**config.mk**
```make
export PLATFORM = sky130hd
export DESIGN_NAME = cobs_frame_decoder_unit_flat
export DESIGN_NICKNAME = d
export VERILOG_FILES = /design/src/rtl/cobs_pkg.sv /design/src/rtl/cobs_if.sv /design/src/rtl/cobs_frame_decoder_unit.sv /design/src/flat_wrapper.sv
export SDC_FILE = /design/constraint.sdc
export NUM_CORES = 1
export LEC_CHECK = 0
export ABC_AREA = 0
export BUFFER_PORTS_ARGS = -buffer_cell sky130_fd_sc_hd__buf_2
export CAP_MARGIN = 15
export CORE_MARGIN = 5
export CORE_UTILIZATION = 55
export DETAILED_ROUTE_END_ITERATION = 10
export HOLD_SLACK_MARGIN = 0.1
export PLACE_DENSITY = 0.76
export SETUP_SLACK_MARGIN = 0.02
export SLEW_MARGIN = 25
export SYNTH_ARGS = -nofsm -noshare
export SYNTH_HDL_FRONTEND = slang
export SYNTH_SLANG_ARGS = --single-unit
```
**constraint.sdc**
```tcl
create_clock -name clock -period 5.45 [get_ports clock]
set_input_delay 1.09 -clock clock [delete_from_list [all_inputs] [get_ports clock]]
set_output_delay 1.09 -clock clock [all_outputs]
set_load 0.03 [all_outputs]
```
**src/rtl/cobs_pkg.sv**
```systemverilog
// Package for the COBS frame decoder: field widths, status codes, register
// addresses and the result entry type shared by the interfaces, the decoder
// and its checker. No dependencies.
package cobs_pkg;

   localparam int BYTE_W     = 8;
   localparam int LEN_W      = 16;
   localparam int STATUS_W   = 2;
   localparam int CSR_ADDR_W = 3;
   localparam int CSR_DATA_W = 32;

   typedef logic [BYTE_W-1:0]   byte_type;
   typedef logic [LEN_W-1:0]    len_type;
   typedef logic [STATUS_W-1:0] status_type;

   // Frame status codes reported on a frame end result.
   localparam status_type ST_OK       = 2'd0;
   localparam status_type ST_ZERO     = 2'd1;
   localparam status_type ST_TRUNC    = 2'd2;
   localparam status_type ST_OVERFLOW = 2'd3;

   // Result kinds.
   localparam logic KIND_DATA   = 1'b0;
   localparam logic KIND_REPORT = 1'b1;

   // Code byte that opens a full group with no implied zero after it.
   localparam byte_type CODE_MAX = 8'hFF;

   // Register map.
   localparam logic [CSR_ADDR_W-1:0] ADDR_MAX_OUT_LEN = 3'd0;
   localparam len_type MAX_OUT_LEN_RESET = 16'hFFFF;

   // Everything one encoded byte produces: an optional decoded byte and an
   // optional frame end report.
   typedef struct packed {
      logic       has_data;
      byte_type   data;
      logic       has_report;
      status_type status;
      len_type    length;
   } entry_type;

endpackage

```
**src/rtl/cobs_if.sv**
```systemverilog
// Handshake interfaces for the COBS decoder's encoded byte input and its
// result output. Depends on cobs_pkg.
interface cobs_req_if;
   logic               valid;
   logic               ready;
   cobs_pkg::byte_type in_byte;
   logic               end_of_frame;

   modport source (output valid, output in_byte, output end_of_frame, input ready);
   modport sink   (input valid, input in_byte, input end_of_frame, output ready);
endinterface

interface cobs_rsp_if;
   logic                 valid;
   logic                 ready;
   logic                 kind;
   cobs_pkg::byte_type   out_byte;
   cobs_pkg::status_type status;
   cobs_pkg::len_type    frame_length;
   logic                 last;

   modport source (output valid, output kind, output out_byte, output status,
                   output frame_length, output last, input ready);
   modport sink   (input valid, input kind, input out_byte, input status,
                   input frame_length, input last, output ready);
endinterface

```
**src/rtl/cobs_frame_decoder_unit.sv**
```systemverilog
// An accepted byte is held in the input register, decoded as it leaves it and written into
// the result queue, from whose head its first result is offered on rsp.
// Throughput: one encoded byte per cycle while the result queue has space. A byte
// with a decoded byte and a frame end report offers both in turn on the one result port.
// Reset (synchronous, active high) empties the pipeline, clears the frame state and sets
// max_out_len to 65535.
module cobs_frame_decoder_unit (
   input  logic                             clock,
   input  logic                             reset,
   cobs_req_if.sink                         req,
   cobs_rsp_if.source                       rsp,
   input  logic                             csr_psel,
   input  logic                             csr_penable,
   input  logic                             csr_pwrite,
   input  logic [cobs_pkg::CSR_ADDR_W-1:0]  csr_paddr,
   input  logic [cobs_pkg::CSR_DATA_W-1:0]  csr_pwdata,
   output logic [cobs_pkg::CSR_DATA_W-1:0]  csr_prdata,
   output logic                             csr_pready
);
   import cobs_pkg::*;

   // Configuration.
   len_type    max_len_ff, max_len_in;
   logic       csr_write;

   // Input register.
   logic       in_valid_ff, in_valid_in;
   byte_type   in_byte_ff;
   logic       in_eof_ff;
   logic       req_xfer;

   // Frame state.
   byte_type   run_ff, run_in, run_n;
   logic       zp_ff, zp_in, zp_n;
   len_type    count_ff, count_in, count_n;
   status_type err_ff, err_in, err_n;
   status_type final_st;
   logic       room;
   logic       emit_req;
   logic       emit;
   byte_type   emit_val;
   logic       advance;
   logic       push;
   entry_type  entry_in;

   // Result queue: two entries, each holding every result of one input byte.
   entry_type  queue_ff [2];
   logic       wr_ptr_ff, wr_ptr_in;
   logic       rd_ptr_ff, rd_ptr_in;
   logic [1:0] fill_ff, fill_in;
   logic       phase_ff, phase_in;
   entry_type  head;
   logic       show_data;
   logic       rsp_valid;
   logic       rsp_last;
   logic       rsp_xfer;
   logic       pop;

   // ---------------------------------------------------------------------------------
   // Configuration port. Writes complete in the access phase; pready is tied high.
   // ---------------------------------------------------------------------------------
   assign csr_pready = 1'b1;
   assign csr_write  = csr_psel && csr_penable && csr_pwrite && csr_pready
                       && (csr_paddr == ADDR_MAX_OUT_LEN);
   assign max_len_in = csr_write ? csr_pwdata[LEN_W-1:0] : max_len_ff;
   assign csr_prdata = (csr_paddr == ADDR_MAX_OUT_LEN) ? CSR_DATA_W'(max_len_ff) : '0;

   // ---------------------------------------------------------------------------------
   // Input register. It refills in the same cycle that its byte moves on, so a
   // transfer can happen every cycle while the result queue has space.
   // ---------------------------------------------------------------------------------
   assign advance   = in_valid_ff && ((fill_ff != 2'd2) || pop);
   assign req.ready = !in_valid_ff || advance;
   assign req_xfer  = req.valid && req.ready;

   always_comb begin
      in_valid_in = in_valid_ff;
      if (req_xfer) begin
         in_valid_in = 1'b1;
      end else if (advance) begin
         in_valid_in = 1'b0;
      end
   end

   // ---------------------------------------------------------------------------------
   // Decode step. A code byte may first release the zero implied by the previous
   // short group; a data byte is passed on. Every emitted byte is checked against
   // the length limit, and the first error of a frame freezes the state until the
   // end of frame flag, where a report is produced and the state returns to reset.
   // ---------------------------------------------------------------------------------
   assign room = count_ff < max_len_ff;

   always_comb begin
      emit_req = 1'b0;
      emit_val = '0;
      err_n    = err_ff;
      run_n    = run_ff;
      zp_n     = zp_ff;
      if (err_ff == ST_OK) begin
         if (run_ff == '0) begin
            // Code byte position.
            if (zp_ff) begin
               emit_req = 1'b1;
               if (!room) begin
                  err_n = ST_OVERFLOW;
               end
            end
            if (err_n == ST_OK) begin
               if (in_byte_ff == '0) begin
                  err_n = ST_ZERO;
               end else begin
                  run_n = in_byte_ff - 8'd1;
                  zp_n  = (in_byte_ff != CODE_MAX);
               end
            end
         end else if (in_byte_ff == '0) begin
            err_n = ST_ZERO;
         end else begin
            emit_req = 1'b1;
            emit_val = in_byte_ff;
            if (!room) begin
               err_n = ST_OVERFLOW;
            end else begin
               run_n = run_ff - 8'd1;
            end
         end
      end
      emit     = emit_req && room;
      count_n  = emit ? (count_ff + 16'd1) : count_ff;
      // A frame that ends inside a group is truncated unless it already failed.
      final_st = ((err_n == ST_OK) && (run_n != '0)) ? ST_TRUNC : err_n;

      entry_in.has_data   = emit;
      entry_in.data       = emit_val;
      entry_in.has_report = in_eof_ff;
      entry_in.status     = final_st;
      entry_in.length     = (final_st == ST_OK) ? count_n : '0;
   end

   assign push = advance && (emit || in_eof_ff);

   // Next frame state: the end of frame flag returns everything to reset.
   always_comb begin
      run_in   = run_ff;
      zp_in    = zp_ff;
      count_in = count_ff;
      err_in   = err_ff;
      if (advance) begin
         if (in_eof_ff) begin
            run_in   = '0;
            zp_in    = 1'b0;
            count_in = '0;
            err_in   = ST_OK;
         end else begin
            run_in   = run_n;
            zp_in    = zp_n;
            count_in = count_n;
            err_in   = err_n;
         end
      end
   end

   // ---------------------------------------------------------------------------------
   // Result queue and output. The head entry shows its decoded byte first, then its
   // report; the entry leaves the queue with the transfer that carries last.
   // ---------------------------------------------------------------------------------
   assign head      = queue_ff[rd_ptr_ff];
   assign rsp_valid = (fill_ff != 2'd0);
   assign show_data = head.has_data && !phase_ff;
   assign rsp_last  = !show_data || !head.has_report;
   assign rsp_xfer  = rsp_valid && rsp.ready;
   assign pop       = rsp_xfer && rsp_last;

   assign rsp.valid        = rsp_valid;
   assign rsp.kind         = show_data ? KIND_DATA : KIND_REPORT;
   assign rsp.out_byte     = show_data ? head.data : '0;
   assign rsp.status       = show_data ? ST_OK : head.status;
   assign rsp.frame_length = show_data ? '0 : head.length;
   assign rsp.last         = rsp_last;

   always_comb begin
      wr_ptr_in = push ? !wr_ptr_ff : wr_ptr_ff;
      rd_ptr_in = pop ? !rd_ptr_ff : rd_ptr_ff;
      fill_in   = fill_ff + {1'b0, push} - {1'b0, pop};
      phase_in  = rsp_xfer ? !rsp_last : phase_ff;
   end

   // Control registers.
   always_ff @(posedge clock) begin
      if (reset) begin
         max_len_ff  <= MAX_OUT_LEN_RESET;
         in_valid_ff <= 1'b0;
         run_ff      <= '0;
         zp_ff       <= 1'b0;
         count_ff    <= '0;
         err_ff      <= ST_OK;
         wr_ptr_ff   <= 1'b0;
         rd_ptr_ff   <= 1'b0;
         fill_ff     <= '0;
         phase_ff    <= 1'b0;
      end else begin
         max_len_ff  <= max_len_in;
         in_valid_ff <= in_valid_in;
         run_ff      <= run_in;
         zp_ff       <= zp_in;
         count_ff    <= count_in;
         err_ff      <= err_in;
         wr_ptr_ff   <= wr_ptr_in;
         rd_ptr_ff   <= rd_ptr_in;
         fill_ff     <= fill_in;
         phase_ff    <= phase_in;
      end
   end

   // Payload registers carry no reset.
   always_ff @(posedge clock) begin
      if (req_xfer) begin
         in_byte_ff <= req.in_byte;
         in_eof_ff  <= req.end_of_frame;
      end
      if (push) begin
         queue_ff[wr_ptr_ff] <= entry_in;
      end
   end

endmodule

```
**src/flat_wrapper.sv**
```systemverilog
// flat-port wrapper written by rule: the top's interface ports become plain ports
module cobs_frame_decoder_unit_flat import cobs_pkg::*;
  (clock, reset, csr_psel, csr_penable, csr_pwrite, csr_paddr, csr_pwdata, csr_prdata, csr_pready, req_valid, req_in_byte, req_end_of_frame, req_ready, rsp_valid, rsp_kind, rsp_out_byte, rsp_status, rsp_frame_length, rsp_last, rsp_ready);
  cobs_req_if req_i ();
  cobs_rsp_if rsp_i ();
  input  logic clock;
  input  logic reset;
  input  logic csr_psel;
  input  logic csr_penable;
  input  logic csr_pwrite;
  input  logic [cobs_pkg::CSR_ADDR_W-1:0] csr_paddr;
  input  logic [cobs_pkg::CSR_DATA_W-1:0] csr_pwdata;
  output logic [cobs_pkg::CSR_DATA_W-1:0] csr_prdata;
  output logic csr_pready;
  input wire logic [$bits(req_i.valid)-1:0] req_valid;
  input wire logic [$bits(req_i.in_byte)-1:0] req_in_byte;
  input wire logic [$bits(req_i.end_of_frame)-1:0] req_end_of_frame;
  output wire logic [$bits(req_i.ready)-1:0] req_ready;
  output wire logic [$bits(rsp_i.valid)-1:0] rsp_valid;
  output wire logic [$bits(rsp_i.kind)-1:0] rsp_kind;
  output wire logic [$bits(rsp_i.out_byte)-1:0] rsp_out_byte;
  output wire logic [$bits(rsp_i.status)-1:0] rsp_status;
  output wire logic [$bits(rsp_i.frame_length)-1:0] rsp_frame_length;
  output wire logic [$bits(rsp_i.last)-1:0] rsp_last;
  input wire logic [$bits(rsp_i.ready)-1:0] rsp_ready;
  assign req_i.valid = req_valid;
  assign req_i.in_byte = req_in_byte;
  assign req_i.end_of_frame = req_end_of_frame;
  assign req_ready = req_i.ready;
  assign rsp_valid = rsp_i.valid;
  assign rsp_kind = rsp_i.kind;
  assign rsp_out_byte = rsp_i.out_byte;
  assign rsp_status = rsp_i.status;
  assign rsp_frame_length = rsp_i.frame_length;
  assign rsp_last = rsp_i.last;
  assign rsp_i.ready = rsp_ready;
  cobs_frame_decoder_unit u_core (.clock(clock), .reset(reset), .req(req_i), .rsp(rsp_i), .csr_psel(csr_psel), .csr_penable(csr_penable), .csr_pwrite(csr_pwrite), .csr_paddr(csr_paddr), .csr_pwdata(csr_pwdata), .csr_prdata(csr_prdata), .csr_pready(csr_pready));
endmodule
```
==> flow_summary.ini <==
[cells_and_area]
nets = 790
final_cell_count_no_fill = 872
final_common_cell = nor2_1
drive_gt1_frac = 0.1920
fill_cells = 892
final_cell_mix = nor2_1, buf_2, edfxtp_1
syn_to_final_growth_pct = 16.36
final_area_um2 = 7269
finalCoreUtilization = 0.6449
diodes = 0

[sta]
finalCriticalPeriod_ns = 4.213
rsz0062_at_grt = false
fin_crit_sh = 0.7730
slew_violations = 0
hold-worst-slack_ns = 0.5072
setup_slack_ns = 1.237
finalSetupViolCount = 0
hold_viol = 0
worst_slew_pin_slew_ns = 0.9624
max_freq_mhz = 237.4
skew_ns = 0.007559
setup_tns_ns = 0
maxSlewHeadroom = 0.3584

[yosys]
synth-edff-count = 65
ys.flop_type = edfxtp_1
ys_seq_elements = 115
synth-async-reset-ratio = 0
synthDistinctLibCells = 63
syn_area_um2 = 6247
synth.area.top_cells = edfxtp_1, dfxtp_1, nor2_1, mux2i_1, ha_1
syn_avg_cell_area_um2 = 9.611
ys_seq_area_frac = 0.4727
syn_inst = 650
synth_top_area_frac = 0.3124
yosysTopAreaCell = edfxtp_1
yosysWarnings = 0

[cts]
cts.clk_slew.worst_paths_ns = 0.05
cts_tree = built
clock_path_buffers = 2
cts_root_buf = clkbuf_16
clock_sinks = 115
post_cts_buffers = 0
cts_made_buffers = 17
clk_latency_ns = 0.41
post_cts_resized = 0
h-tree-depth = 4
hold_buffers = 0

[global_route]
grt_usage = 0.2196
grt_start_max_net_pins = 51
grt_pass1_wl_mm = 22.99
grt_pass1_vias = 4693
antenna_found_initial = 0
grt_overflow = 0

[pwr]
peakVddDrop_mv = 0.3667
leakage_nw = 3.006
power_mw = 3.147
power_per_cell_area_nw_per_um2 = 432.9

[hold_path]
worstHoldStart = u_core.in_valid_ff
hold_path_class = register to register

[die]
io_pins = 114
core_area_um2 = 11270
fp-row-count = 39
die_h_um = 116.6
die_w_um = 116.6
die_area_um2 = 13590
start_util = 0.5542

[route]
wl_mm = 14.35
drtIter0Drc = 356
drtAntennaViolNets = 0
via_per_inst = 5.689
drc = 0
dr.pass1.iters = 7
avgRoutedWirePerCell_um = 16.45
vias = 4961

[job]
drv_cap = 0

[status]
outcome = completed

[placed_design]
dp_hpwl_mm = 9.894
post_dp_cell_area_um2 = 6649
place_congestion = 0.9039
port_buffers = 80
dp_slack_ns = 1.357
placed_cells = 840

[critical_path]
start_kind = register
crit_path_max_fanout = 16
endpoint_kind = register
reg2reg_from = u_core.count_ff[13]
critPathKind = register to register
critPathLaunch = u_core.count_ff[13]
cp_data_arrival_time_ns = 4.44
crit_required_ns = 5.68
logic make-up (layout without fill, tap and decap cells):
group           after synthesis  count (layout)  synth area share
xor+xnor                     26              26           0.03645
fa+ha+maj                    23              23           0.04607
compound gates              128             128            0.1332
simple gates                242             242            0.1975
buf+inv                      84             148           0.06489
mux                          30              30           0.04807
other cells                   2              17          0.001202
flops                       115             115            0.4727
area by class of cell:
cell class              count  area, um2  area share
multi-input cells         466       2957      0.4067
flip-flops and latches    115       2953      0.4062
clock buffers              21      470.5     0.06472
repair buffers             87      452.9     0.06231
well taps                 143      178.9     0.02461
clock inverters            11      148.9     0.02048
inverters                  29      108.9     0.01497
metal layers:
layer	wire (um)	part of all wire	track usage
met3	1107	0.077	0.06062
met1	6481	0.45	0.2997
met5	0	0	0
met4	199	0.014	0.07492
met2	6557	0.46	0.3391
worst max-delay path, cell delays in order, from the launching register on:
cell,delay [ns]
dfxtp_1,0.43
ha_1,0.28
a211oi_1,0.22
nor2_1,0.12
nor3_1,0.44
nand3_1,0.39
a211oi_2,0.54
and3_1,0.28
o22ai_1,0.12
nor4_2,0.42
nand4_2,0.45
a21oi_1,0.33
final timing paths:
check	endpoint	slack, ns	cells past startpoint
worst max-delay path	u_core.queue_ff[0][1]	1.24	11
worst min register to register	u_core.in_valid_ff	0.51	2
worst min-delay path	u_core.in_valid_ff	0.51	2
worst max register to register	u_core.queue_ff[0][1]	1.24	11
synth_stat cells (2+ instances only):
| cell | number |
|---|---|
| and2_1 | 21 |
| buf_4 | 20 |
| or3_1 | 11 |
| nor4_2 | 2 |
| nor4_1 | 7 |
| a22oi_1 | 6 |
| and4_1 | 3 |
| a31oi_1 | 4 |
| ha_1 | 23 |
| and3_1 | 13 |
| a32oi_1 | 2 |
| a211oi_1 | 5 |
| nand4_4 | 2 |
| a41oi_1 | 2 |
| clkbuf_1 | 26 |
| or3b_2 | 2 |
| nor2_1 | 103 |
| nand2_1 | 29 |
| dfxtp_1 | 50 |
| o21bai_1 | 2 |
| edfxtp_1 | 65 |
| nand4_1 | 5 |
| a2111oi_0 | 3 |
| buf_2 | 6 |
| a21oi_1 | 41 |
| conb_1 | 2 |
| mux2i_1 | 30 |
| inv_1 | 28 |
| o21a_1 | 3 |
| or2_2 | 2 |
| xor2_1 | 12 |
| nand3_1 | 13 |
| buf_1 | 2 |
| a211oi_2 | 2 |
| nand2b_1 | 3 |
| o221ai_1 | 2 |
| o21ai_0 | 28 |
| xnor2_1 | 14 |
| a211o_1 | 16 |
| nor2b_1 | 3 |
| nor3_1 | 15 |
flip-flops by register name (all words and copies together) (netlist names), named ones only:
signal and count:
u_core.err_ff 2, u_core.phase_ff 1, u_core.wr_ptr_ff 1, u_core.in_valid_ff 1, u_core.max_len_ff 16, u_core.count_ff 16, u_core.in_eof_ff 1, u_core.in_byte_ff 8
u_core.rd_ptr_ff 1, u_core.queue_ff 56, u_core.run_ff 8, u_core.zp_ff 1, u_core.fill_ff 2
where the power goes:
part	switching [mW]	internal, mW	total, mW
logic	0.625	0.309	0.934
registers	0.0521	1.01	1.07
clock network	0.392	0.756	1.15
total	1.07	2.08	3.15
No activity file was read; power rests on OpenSTA's default activity.
